===== src/rtl/acfr_pkg.sv =====
// Package for the addressed command frame receiver.
// Holds command byte codes, event codes and register indexes.
// No dependencies; imported by addressed_command_frame_receiver.
package acfr_pkg;

  localparam logic [7:0] CMD_POLL      = 8'h80;
  localparam logic [7:0] CMD_TIME_SYNC = 8'h81;
  localparam logic [7:0] CMD_CALL      = 8'h82;
  localparam logic [7:0] CMD_MASK      = 8'h82;
  localparam logic [7:0] BYTE_BCAST    = 8'h01;
  localparam logic [7:0] BYTE_END      = 8'hFE;

  localparam logic [2:0] EV_NONE      = 3'd0;
  localparam logic [2:0] EV_TIME_BYTE = 3'd1;
  localparam logic [2:0] EV_CALL_BYTE = 3'd2;
  localparam logic [2:0] EV_TIME_DONE = 3'd3;
  localparam logic [2:0] EV_CALL_DONE = 3'd4;
  localparam logic [2:0] EV_POLLED    = 3'd5;

  localparam logic REG_STATION_ADDR = 1'b0;

  typedef struct packed {
    logic [2:0] event_res;
    logic [6:0] byte_position;
    logic [7:0] data_byte;
  } acfr_result_t;

endpackage


===== src/rtl/addressed_command_frame_receiver.sv =====
// Addressed command frame receiver: command decode, poll match, frame payload tracking.
// Depends on acfr_pkg for byte codes, event codes and the result struct.
// The result of each accepted request is registered in the output register.
// Throughput: one byte per cycle; the output register frees as it drains, so
// s_axis_tready stays high whenever the result register is empty or being taken.
// Reset (async, active low): idle mode, position zero, station address 1, no result.
module addressed_command_frame_receiver
  import acfr_pkg::*;
#(
  parameter int TIME_FRAME_LEN = 16,
  parameter int CALL_FRAME_LEN = 64
) (
  input  logic        clk_i,
  input  logic        rst_ni,
  // config port
  input  logic        psel,
  input  logic        penable,
  input  logic        pwrite,
  input  logic [2:0]  paddr,
  input  logic [31:0] pwdata,
  output logic [31:0] prdata,
  output logic        pready,
  // input stream
  input  logic        s_axis_tvalid,
  output logic        s_axis_tready,
  input  logic [7:0]  s_axis_tdata,   // [7:0] rx_byte
  // result stream
  output logic        m_axis_tvalid,
  input  logic        m_axis_tready,
  output logic [15:0] m_axis_tdata,   // [7:0] data_byte, [14:8] byte_position, [15] zero
  output logic [2:0]  m_axis_tuser    // [2:0] event_res
);

  typedef enum logic [2:0] {
    MODE_IDLE         = 3'd0,
    MODE_WAIT_STATION = 3'd1,
    MODE_TIME_WAIT    = 3'd3,
    MODE_TIME_RECV    = 3'd4,
    MODE_CALL_WAIT    = 3'd5,
    MODE_CALL_RECV    = 3'd6
  } mode_e;

  localparam logic [6:0] TimeLimit = 7'(TIME_FRAME_LEN);
  localparam logic [6:0] CallLimit = 7'(CALL_FRAME_LEN);

  mode_e        mode_q, mode_d;
  logic [6:0]   pos_q, pos_d;
  logic [7:0]   station_q;
  logic         out_valid_q;
  acfr_result_t res_q, res_d;

  logic       in_accept;
  logic       cfg_write;
  logic [7:0] rx_byte;
  logic       is_cmd;

  assign pready    = 1'b1;
  assign cfg_write = psel & penable & pwrite & pready;
  assign prdata    = (paddr[2] == REG_STATION_ADDR) ? {24'd0, station_q} : 32'd0;

  assign s_axis_tready = !out_valid_q || m_axis_tready;
  assign in_accept     = s_axis_tvalid && s_axis_tready;
  assign rx_byte       = s_axis_tdata;
  assign is_cmd        = ((rx_byte & CMD_MASK) == CMD_POLL) || (rx_byte == CMD_CALL);

  assign m_axis_tvalid = out_valid_q;
  assign m_axis_tdata  = {1'b0, res_q.byte_position, res_q.data_byte};
  assign m_axis_tuser  = res_q.event_res;

  always_comb begin
    mode_d = mode_q;
    pos_d  = pos_q;
    res_d  = '{event_res: EV_NONE, byte_position: 7'd0, data_byte: 8'd0};
    if (is_cmd) begin
      if (rx_byte == CMD_POLL) begin
        mode_d = MODE_WAIT_STATION;
      end else if (rx_byte == CMD_TIME_SYNC) begin
        mode_d = MODE_TIME_WAIT;
      end else if (rx_byte == CMD_CALL) begin
        mode_d = MODE_CALL_WAIT;
      end
    end else begin
      unique case (mode_q)
        MODE_WAIT_STATION: begin
          if (station_q != 8'd0 && (station_q - 8'd1) == rx_byte) begin
            res_d.event_res = EV_POLLED;
          end
          mode_d = MODE_IDLE;
        end
        MODE_TIME_WAIT: begin
          if (rx_byte == BYTE_BCAST) begin
            mode_d = MODE_TIME_RECV;
            pos_d  = 7'd0;
          end
        end
        MODE_CALL_WAIT: begin
          if (rx_byte == BYTE_BCAST) begin
            mode_d = MODE_CALL_RECV;
            pos_d  = 7'd0;
          end
        end
        MODE_TIME_RECV: begin
          res_d.byte_position = pos_q;
          if (rx_byte == BYTE_END || pos_q >= TimeLimit) begin
            res_d.event_res = EV_TIME_DONE;
            mode_d          = MODE_IDLE;
          end else begin
            res_d.event_res = EV_TIME_BYTE;
            res_d.data_byte = rx_byte;
            pos_d           = pos_q + 7'd1;
          end
        end
        MODE_CALL_RECV: begin
          res_d.byte_position = pos_q;
          if (rx_byte == BYTE_END || pos_q >= CallLimit) begin
            res_d.event_res = EV_CALL_DONE;
            mode_d          = MODE_IDLE;
          end else begin
            res_d.event_res = EV_CALL_BYTE;
            res_d.data_byte = rx_byte;
            pos_d           = pos_q + 7'd1;
          end
        end
        default: begin
        end
      endcase
    end
  end

  always_ff @(posedge clk_i or negedge rst_ni) begin
    if (!rst_ni) begin
      mode_q      <= MODE_IDLE;
      pos_q       <= 7'd0;
      station_q   <= 8'd1;
      out_valid_q <= 1'b0;
    end else begin
      if (cfg_write && paddr[2] == REG_STATION_ADDR) begin
        station_q <= pwdata[7:0];
      end
      if (in_accept) begin
        mode_q      <= mode_d;
        pos_q       <= pos_d;
        out_valid_q <= 1'b1;
      end else if (m_axis_tready) begin
        out_valid_q <= 1'b0;
      end
    end
  end

  always_ff @(posedge clk_i) begin
    if (in_accept) begin
      res_q <= res_d;
    end
  end

endmodule


===== config.mk =====
export PLATFORM = sky130hd
export DESIGN_NAME = addressed_command_frame_receiver
export DESIGN_NICKNAME = d
export VERILOG_FILES = /design/src/rtl/acfr_pkg.sv /design/src/rtl/addressed_command_frame_receiver.sv
export SDC_FILE = /design/constraint.sdc
export NUM_CORES = 1
export LEC_CHECK = 0
export ABC_AREA = 1
export BUFFER_PORTS_ARGS = -buffer_cell sky130_fd_sc_hd__buf_2
export CAP_MARGIN = 20
export CORE_MARGIN = 2
export CORE_UTILIZATION = 43
export DETAILED_ROUTE_END_ITERATION = 8
export MAX_ROUTING_LAYER = met4
export PLACE_DENSITY = 0.82
export RECOVER_POWER = 100
export SLEW_MARGIN = 20
export SYNTH_ARGS = -nofsm -noshare
export SYNTH_HDL_FRONTEND = slang
export SYNTH_SLANG_ARGS = --single-unit

===== constraint.sdc =====
create_clock -name clk_i -period 1.8 [get_ports clk_i]
set_input_delay 0.18 -clock clk_i [delete_from_list [all_inputs] [get_ports clk_i]]
set_output_delay 0.18 -clock clk_i [all_outputs]
set_load 0.02 [all_outputs]

# Word-level counts from Yosys, hierarchy flattened
# Cells that the tools add are included.
# W data, S select, Z words.
[totals]
reg_bits = 37
word_cells = 73
inputBits = 50
[classes]
n_eq_ne = 20
addsub = 2
order_cmp = 2
n_reduce_logical = 15
muxes = 23
bitwise = 4
[ops]
columns = ["op", "count"]
rows = [
  ["$eq A8 B8 Y1 const B", 4],
  ["$mux W3", 10],
  ["$pmux W15 S2", 1],
  ["$mux W8", 3],
  ["$mux W7", 3],
  ["$pmux W7 S3", 1],
  ["$pmux W3 S5", 1],
  ["$ne A3 B3 Y1 const B", 4],
  ["$eq A3 B3 Y1 const B", 3],
  ["$pmux W3 S3", 1],
  ["$eq A8 B1 Y1 const B", 1],
  ["$eq A8 B8 Y1", 1],
  ["$reduce_bool A8 Y1", 1],
  ["$sub A8 B1 Y8 const B", 1],
  ["$add A7 B1 Y7 const B", 1],
  ["$ge A7 B5 Y1 const B", 1],
  ["$ge A7 B7 Y1 const B", 1],
  ["$reduce_and A7 Y1", 1],
  ["$reduce_and A6 Y1", 1],
  ["$reduce_bool A6 Y1", 1],
  ["$logic_or A1 B1 Y1", 4],
  ["$ne A2 B2 Y1 const B", 2],
  ["$ne A4 B1 Y1 const B", 1],
  ["$eq A3 B1 Y1 const B", 1],
  ["12 further kinds", 17],
]

# Depth between registers and ports, before layout
# Gate-level depths: netlist of the first run.
[logic_depth]
depth_word = 5
mapped_depth = 11
mapped_depth_nobuf = 11

# Worst setup path before layout of the first run
# OpenSTA, ideal clock, no wires.
[synth_timing]
path_type = "register to register"
startpoint = "register out_valid_q (netlist: m_axis_tvalid)"
endpoint = "register pos_q[3]"
setup_time_ns = 0.117
arrival_ns = 1.873
stages_incl_launch_ff = 8
n_path_buf = 1
slack_ns = -0.190
path_cell_list = "dfrtp_1 -> a21oi_2 -> o21ai_1 -> nor2_2 -> nand3_4 -> buf_8 -> nand2_2 -> o21ai_2"
[synth_between]
elab_chain_cells = 4
[synth_lines]
columns = ["element", "line", "text"]
rows = [
  ["start: declaration", "addressed_command_frame_receiver.sv:49", "logic out_valid_q;"],
  ["start signal: assignment", "addressed_command_frame_receiver.sv:135", "out_valid_q <= 1'b0;"],
  ["start signal: assignment", "addressed_command_frame_receiver.sv:143", "out_valid_q <= 1'b1;"],
  ["start signal: assignment", "addressed_command_frame_receiver.sv:145", "out_valid_q <= 1'b0;"],
  ["$logic_not A1 Y1", "addressed_command_frame_receiver.sv:61", "assign s_axis_tready = !out_valid_q || m_axis_tready;"],
  ["$logic_or A1 B1 Y1", "addressed_command_frame_receiver.sv:61", ""],
  ["$logic_and A1 B1 Y1", "addressed_command_frame_receiver.sv:62", "assign in_accept = s_axis_tvalid && s_axis_tready;"],
  ["named net in_accept", "addressed_command_frame_receiver.sv:52", "logic in_accept;"],
  ["$reduce_and A6 Y1 (no line)", "-", ""],
  ["end signal: assignment", "addressed_command_frame_receiver.sv:142", "pos_q <= pos_d;"],
  ["end: declaration", "addressed_command_frame_receiver.sv:47", "logic [6:0] pos_q, pos_d;"],
]
# The timed path passes the listed nets, and every way through them passes these cells.
# A chain may end at the register's enable or synchronous reset.

# Worst setup path after layout of the first run
[layout_timing]
startpoint = "register station_q[0]"
endpoint = "register res_q (netlist bit m_axis_tuser[2]), data pin"
[layout_between]
elab_chain_cells = 5
[layout_lines]
columns = ["element", "line", "text"]
rows = [
  ["start: declaration", "addressed_command_frame_receiver.sv:48", "logic [7:0] station_q;"],
  ["start signal: assignment", "addressed_command_frame_receiver.sv:138", "station_q <= pwdata[7:0];"],
  ["$sub A8 B1 Y8", "addressed_command_frame_receiver.sv:85", "if (station_q != 8'd0 && (station_q - 8'd1) == rx_byte) begin"],
  ["$eq A8 B8 Y1", "addressed_command_frame_receiver.sv:85", ""],
  ["$logic_and A1 B1 Y1 *", "addressed_command_frame_receiver.sv:85", ""],
  ["$mux W3 *", "addressed_command_frame_receiver.sv:85", ""],
  ["$pmux W3 S3 *", "addressed_command_frame_receiver.sv:83", "unique case (mode_q)"],
  ["end signal: assignment", "addressed_command_frame_receiver.sv:152", "res_q <= res_d;"],
  ["end: declaration", "addressed_command_frame_receiver.sv:50", "acfr_result_t res_q, res_d;"],
]
# Every way passes the cells marked *; elsewhere a longest branch is shown, timed or not.

==> impl_metrics.yaml, run 1 <==
route:
  drc: 0
  first_pass_iters: 6
  initialDrtViolationCount: 216
  vias: 2111
  vias_per_cell: 4.798
  routed_wl_um: 5062
  wl_per_cell_um: 11.50
  ant_nets: 0
worst_setup_path:
  worstPathRequired_ns: 1.95
  crit_top_cell: "nor2_1"
  arrival_ns: 1.88
  path_cells: "inv_2 -> ha_4 -> nor2_1 -> nor2_1 -> nand2_1 -> nor2_1 -> nand3_1 -> nor2_1 -> nand3_2 -> a21oi_2"
  worstSetupPathType: "reg2reg"
  cp_num_buf_inv: 1
  cp_num_cells: 10
  crit_path_end_kind: "flop"
  critPathMaxStageDelay_ns: 0.54
  reg2reg_depth: 10
  ff2ff_setup_slack_ns: 0.07
  crit_path_start_kind: "flop"
  cp_slowest_cell: "dfstp_2"
  r2r_start: "station_q[0]"
  path_max_fanout: 2
  path_delay_family: "simple AND/OR/NAND/NOR gates"
  r2r_end: "m_axis_tuser[2]"
die:
  start_util: 0.4440
  core_area_mm2: 0.005473
  die_h_um: 79.17
  num_rows: 27
  dieArea_mm2: 0.006268
  die_w_um: 79.17
  ios: 104
sta:
  worstMarginPinSlew_ns: 1.058
  fin_crit_ns: 1.729
  setup_violations: 0
  fin_skew_ns: 0.007874
  slew_viol_final: 0
  hold_violations: 0
  final.setup.worst_slack_ns: 0.07089
  rsz0062_at_grt: "true"
  fmax_ghz: 0.5783
  maxSlewHeadroom: 0.2949
  period_share: 0.9606
layout:
  final_layout_size_suffix_gt1_frac: 0.1848
  finalInstanceArea_mm2: 0.002791
  utilization: 0.5101
  stdcell_count: 440
  final_nets: 420
  n_antenna_cell: 0
  nFillCells: 553
  syn_to_final_growth_pct: 14.88
clocking:
  clock_path_buffers: 2
  cts_tree: "built"
  htreeDepth: 2
  cts.reportedPaths.clkPinSlew_ns: 0.08
  clk_latency_ns: 0.28
  cts_sinks: 37
  clockRootBuffer: "clkbuf_8"
  cts_buffers: 5
grt:
  antenna_found_initial: 0
  first_global_vias: 1879
  overflow: 0
  grt_pass1_wl_um: 8625
  grt_usage: 0.1755
  grt_start_max_net_pins: 23
placement:
  hpwl_um: 3820
  port_buffers: 51
  place_area_mm2: 0.002699
  place_ws_ns: -0.01451
  dp_cells: 431
  place_congestion: 0.9317
synth:
  synth_warnings: 0
  ys.flop_type: "edfxtp_1"
  synth_mux_area_frac: 0
  synth_compound_area_frac: 0.07106
  synth_edf_count: 18
  yosysTopAreaCellShare: 0.2225
  synth_top_family_by_area: "simple AND/OR/NAND/NOR gates"
  yosys.area_share.simple: 0.3177
  post_synth_num_cell_types: 34
  synthArstFlopShare: 0.5135
  seq_area_frac_synth: 0.4186
  yosysTopAreaCell: "edfxtp_1"
  yosys.area_share.xor_xnor: 0.02523
  synth-seq-cells: 37
  yosys.area_share.adder: 0.01545
  synth.avg_cell_area_um2: 7.889
  netlist_area_mm2: 0.002430
  synthCells: 308
  synth.area.top_cells: "edfxtp_1 (22%), dfrtp_1 (19%), nand2_1 (10%)"
status:
  status: "complete, no violations"
power:
  ir_drop_v: 0.0004621
  power.density_mw_per_mm2: 975.9
  p_leak_nw: 1.302
job:
  maxCapViolCount: 0
worst_hold_path:
  holdPathStages: 3
  min_to: "m_axis_tvalid"
  hp-start: "s_axis_tvalid"
  hold_class: "in2reg"
-- cells in the final DEF, fill, tap and decap left out, types with 2 or more instances in the layout --
cell type,instances
clkbuf_8,5
ha_1,2
nor3_1,10
buf_2,22
nor3_2,2
edfxtp_1,18
nand3_1,21
bufinv_16,2
o211ai_1,2
nor2_1,38
nand4_1,10
dfrtp_1,18
nor2_4,2
or2_2,3
conb_1,26
nor2_2,4
clkbuf_1,30
nand2_1,69
nand2_2,3
o21ai_2,4
buf_4,5
a21oi_1,10
a21oi_2,2
inv_1,29
o21ai_0,6
inv_2,7
xor2_1,4
xnor2_1,3
-- tightest hold or removal path: cells and delay by family --
| family | cells | cell delay (ns) |
|---|---|---|
| buffers and inverters | 2 | 0.11 |
| AND/OR/NAND/NOR | 1 | 0.05 |
-- worst max path at each step --
stage	start	endpoint	slack [ns]
floorplan	m_axis_tvalid	pos_q[3]	0.04
global placement	station_q[0]	m_axis_tuser[2]	-0.008
detailed placement	station_q[0]	m_axis_tuser[0]	-0.01
CTS	station_q[0]	m_axis_tuser[2]	0.02
global route	station_q[0]	m_axis_tuser[2]	-0.05
finish	station_q[0]	m_axis_tuser[2]	0.07
-- stage by stage --
step	hold slack, ns	power [mW]	TNS (ns)
after global routing	0.1013	2.911	-0.07511
after global placement	0.1479	1.883	-0.01303
after detailed placement	0.1505	1.912	-0.02629
final	0.09000	2.724	0
after CTS	0.1133	2.772	0
after floorplan	-0.1156	1.720	0
-- per-layer routing --
| layer | global-route usage | part of all wire | vias to the layer above |
|---|---|---|---|
| met5 | - | 0 | - |
| met4 | 0.05172 | 0.012 | 0 |
| met3 | 0.03182 | 0.059 | 6 |
| met2 | 0.2890 | 0.50 | 77 |
| met1 | 0.2224 | 0.43 | 967 |
| li1 | - | - | 1061 |
-- power by group --
part	internal, mW	total, mW	switching (mW)	leakage, nW
Sequential	0.986	1.07	0.0818	0.412
Clock	0.550	0.836	0.285	0.0681
Combinational	0.247	0.820	0.574	0.822
-- final cells by class --
type,instances,area (um2),share of cell area
flip-flops and latches,37,1017,0.3644
repair buffers,59,275.3,0.09861
inverters,36,135.1,0.04841
multi-input cells,228,1140,0.4083
clock buffers,5,68.82,0.02465
well taps,72,90.09,0.03227
clock inverters,3,65.06,0.02331
-- registers in the layout, indices dropped and copies added (netlist names) --
name and flops:
m_axis_tvalid 1, m_axis_tuser 3, pos_q 7, station_q 8, m_axis_tdata 15, mode_q 3
-- cell families (layout without fill, tap and decap cells) --
logic type      Yosys count  count (layout)
xor+xnor                  7               7
buf+inv                  67             103
other cells               2              26
simple gates            166             166
fa+ha+maj                 3               3
flops                    37              37
compound gates           26              26
-- synth_stat cells, types with 2 or more instances --
cell type  count
conb_1         2
ha_1           3
clkbuf_1       3
nand3_1       21
buf_4         26
edfxtp_1      18
nand2_1       66
or2_2          3
inv_2          6
o211ai_1       2
xor2_1         4
nor2_1        38
nor2_2         4
o21ai_0        2
inv_1         30
nand2_2        6
xnor2_1        3
nand4_1       10
dfrtp_1       18
a21oi_1       11
nor2_4         2
nor3_1        11
o21ai_2        8
-- repair_timing --
item	CTS	global route
gates cloned	0	0
setup endpoints to repair	2	3
endpoints found under the hold margin	18	0
setup buffers	0	0
pin swaps	5	3
hold buffers	1	0
gates resized for setup	2	4
No activity file was read; power rests on OpenSTA's default activity.
==> run 2: changes to the inputs <==
--- a/config.mk
+++ b/config.mk
@@ -9,10 +9,10 @@
 export BUFFER_PORTS_ARGS = -buffer_cell sky130_fd_sc_hd__buf_2
 export CAP_MARGIN = 20
 export CORE_MARGIN = 2
-export CORE_UTILIZATION = 43
+export CORE_UTILIZATION = 25
 export DETAILED_ROUTE_END_ITERATION = 8
 export MAX_ROUTING_LAYER = met4
-export PLACE_DENSITY = 0.82
+export PLACE_DENSITY = 0.53
 export RECOVER_POWER = 100
 export SLEW_MARGIN = 20
 export SYNTH_ARGS = -nofsm -noshare
==> constraint.sdc (replaced) <==
create_clock -name clk_i -period 1.97 [get_ports clk_i]
set_input_delay 0.197 -clock clk_i [delete_from_list [all_inputs] [get_ports clk_i]]
set_output_delay 0.197 -clock clk_i [all_outputs]
set_load 0.02 [all_outputs]
==> impl_metrics.yaml, run 2 (synthesized netlist as in run 1, its figures left out) <==
die:
  core_area_mm2: 0.009328
  ios: 104
  dieArea_mm2: 0.01052
  num_rows: 35
  start_util: 0.2605
  die_h_um: 102.6
  die_w_um: 102.6
status:
  status: "complete, no violations"
layout:
  syn_to_final_growth_pct: 15.65
  final_nets: 419
  stdcell_count: 496
  final_layout_size_suffix_gt1_frac: 0.1744
  largest_reg_flops: 15
  n_antenna_cell: 0
  nFillCells: 1059
  final_common_cell: "nand2_1"
  final_cell_mix: "nand2_1 (69), nor2_1 (36), inv_1 (32), clkbuf_1 (30), conb_1 (26)"
grt:
  overflow: 0
  first_global_vias: 1898
  grt_usage: 0.1074
  antenna_found_initial: 0
  grt_start_max_net_pins: 23
  grt_pass1_wl_um: 8645
clocking:
  cts.reportedPaths.clkPinSlew_ns: 0.07
  clockRootBuffer: "clkbuf_8"
  clock_path_buffers: 2
  htreeDepth: 2
  cts_sinks: 37
  cts_tree: "built"
  cts_buffers: 5
  cts_setup_buffers: 0
  clk_latency_ns: 0.29
placement:
  place_congestion: 0.8250
  place_ws_ns: 0.1051
  hpwl_um: 4110
  port_buffers: 51
  dp_cells: 487
worst_setup_path:
  worstPathRequired_ns: 2.12
  crit_path_start_kind: "flop"
  crit_path_end_kind: "flop"
  arrival_ns: 1.95
  r2r_start: "station_q[0]"
  critPathLaunch: "station_q[0]"
  worstSetupPathType: "reg2reg"
  ff2ff_setup_slack_ns: 0.17
  path_max_fanout: 2
route:
  first_pass_iters: 4
  vias: 2053
  routed_wl_um: 5148
  wl_per_cell_um: 10.38
  ant_nets: 0
  drc: 0
  initialDrtViolationCount: 100
  vias_per_cell: 4.139
sta:
  fin_crit_ns: 1.800
  final.setup.worst_slack_ns: 0.1702
  rsz0062_at_grt: "false"
  hold_violations: 0
  worstMarginPinSlew_ns: 1.079
  setup_violations: 0
  maxSlewHeadroom: 0.2806
  fin_skew_ns: 0.003828
  worst_hold_slack_ns: 0.1126
  period_share: 0.9136
  fmax_ghz: 0.5556
  final.setup.tns_ns: 0
  slew_viol_final: 0
worst_hold_path:
  hold_class: "in2reg"
  hp-start: "s_axis_tvalid"
power:
  p_leak_nw: 1.278
  ir_drop_v: 0.0002240
  power.density_mw_per_mm2: 802.0
job:
  maxCapViolCount: 0
## run 2: changes by cell type in the layout (fill, tap and decap cells not counted), sizes merged
cell    previous run  this run
bufinv             2         0
clkinv             1         2
clkbuf            36        37
buf               27        26
## run 2: area by class of cell
class	count	area (um2)	area share
multi-input combinational	228	1137	0.4047
timing repair buffer	58	267.8	0.09528
clock inverter	2	8.758	0.003117
sequential	37	1017	0.3620
clock buffer	6	82.58	0.02939
inverter	36	135.1	0.04809
tap	129	161.4	0.05744
## run 2: power breakdown
| group | total [mW] | internal, mW | switching (mW) |
|---|---|---|---|
| combinational | 0.735 | 0.217 | 0.519 |
| clock | 0.548 | 0.277 | 0.271 |
| sequential | 0.971 | 0.900 | 0.0709 |
| total | 2.25 | 1.39 | 0.860 |
## run 2: per-layer routing
metal  global-route usage  vias up  part of all wire
li1                     -     1057                 -
met5                    -        -                 0
met1               0.1329      929              0.45
met4              0.05128        0             0.021
met2               0.1704       59              0.48
met3              0.01831        8             0.045
## run 2: what timing repair did
| item | 4_1_cts | 5_1_grt |
|---|---|---|
| hold endpoints to repair | 18 | 0 |
| endpoints found under the setup margin | 0 | 2 |
| hold buffers | 1 | 0 |
| gates resized for setup | 0 | 7 |
## run 2: worst paths after layout
check	end	cells after the start
hold reg to reg	mode_q[2]	2
min in group asynchronous	station_q[4]	2
setup / recovery	m_axis_tuser[0]	11
hold / removal	m_axis_tvalid	3
setup reg to reg	m_axis_tuser[0]	11
max in group asynchronous	pos_q[1]	2
## run 2: worst max-delay path, stage by stage, from the launching register on
cell and delay (ns):
dfstp_1 0.54, inv_1 0.08, ha_4 0.24, nand2_1 0.06, inv_1 0.03, nor2_1 0.07, nand2_1 0.06, nor2_2 0.12
nand3_2 0.07, nor2_2 0.10, nand3_2 0.12, a21oi_2 0.15
## run 2: metrics by stage
| step | utilization | instance area (um2) | power (mW) |
|---|---|---|---|
| final | 0.3013 | 2810 | 2.254 |
| after global routing | 0.3013 | 2810 | 2.422 |
| after CTS | 0.3070 | 2864 | 2.300 |
| after detailed placement | 0.2962 | 2763 | 1.751 |
| after global placement | 0.2962 | 2763 | 1.747 |
| after floorplan | - | 2527 | 1.571 |
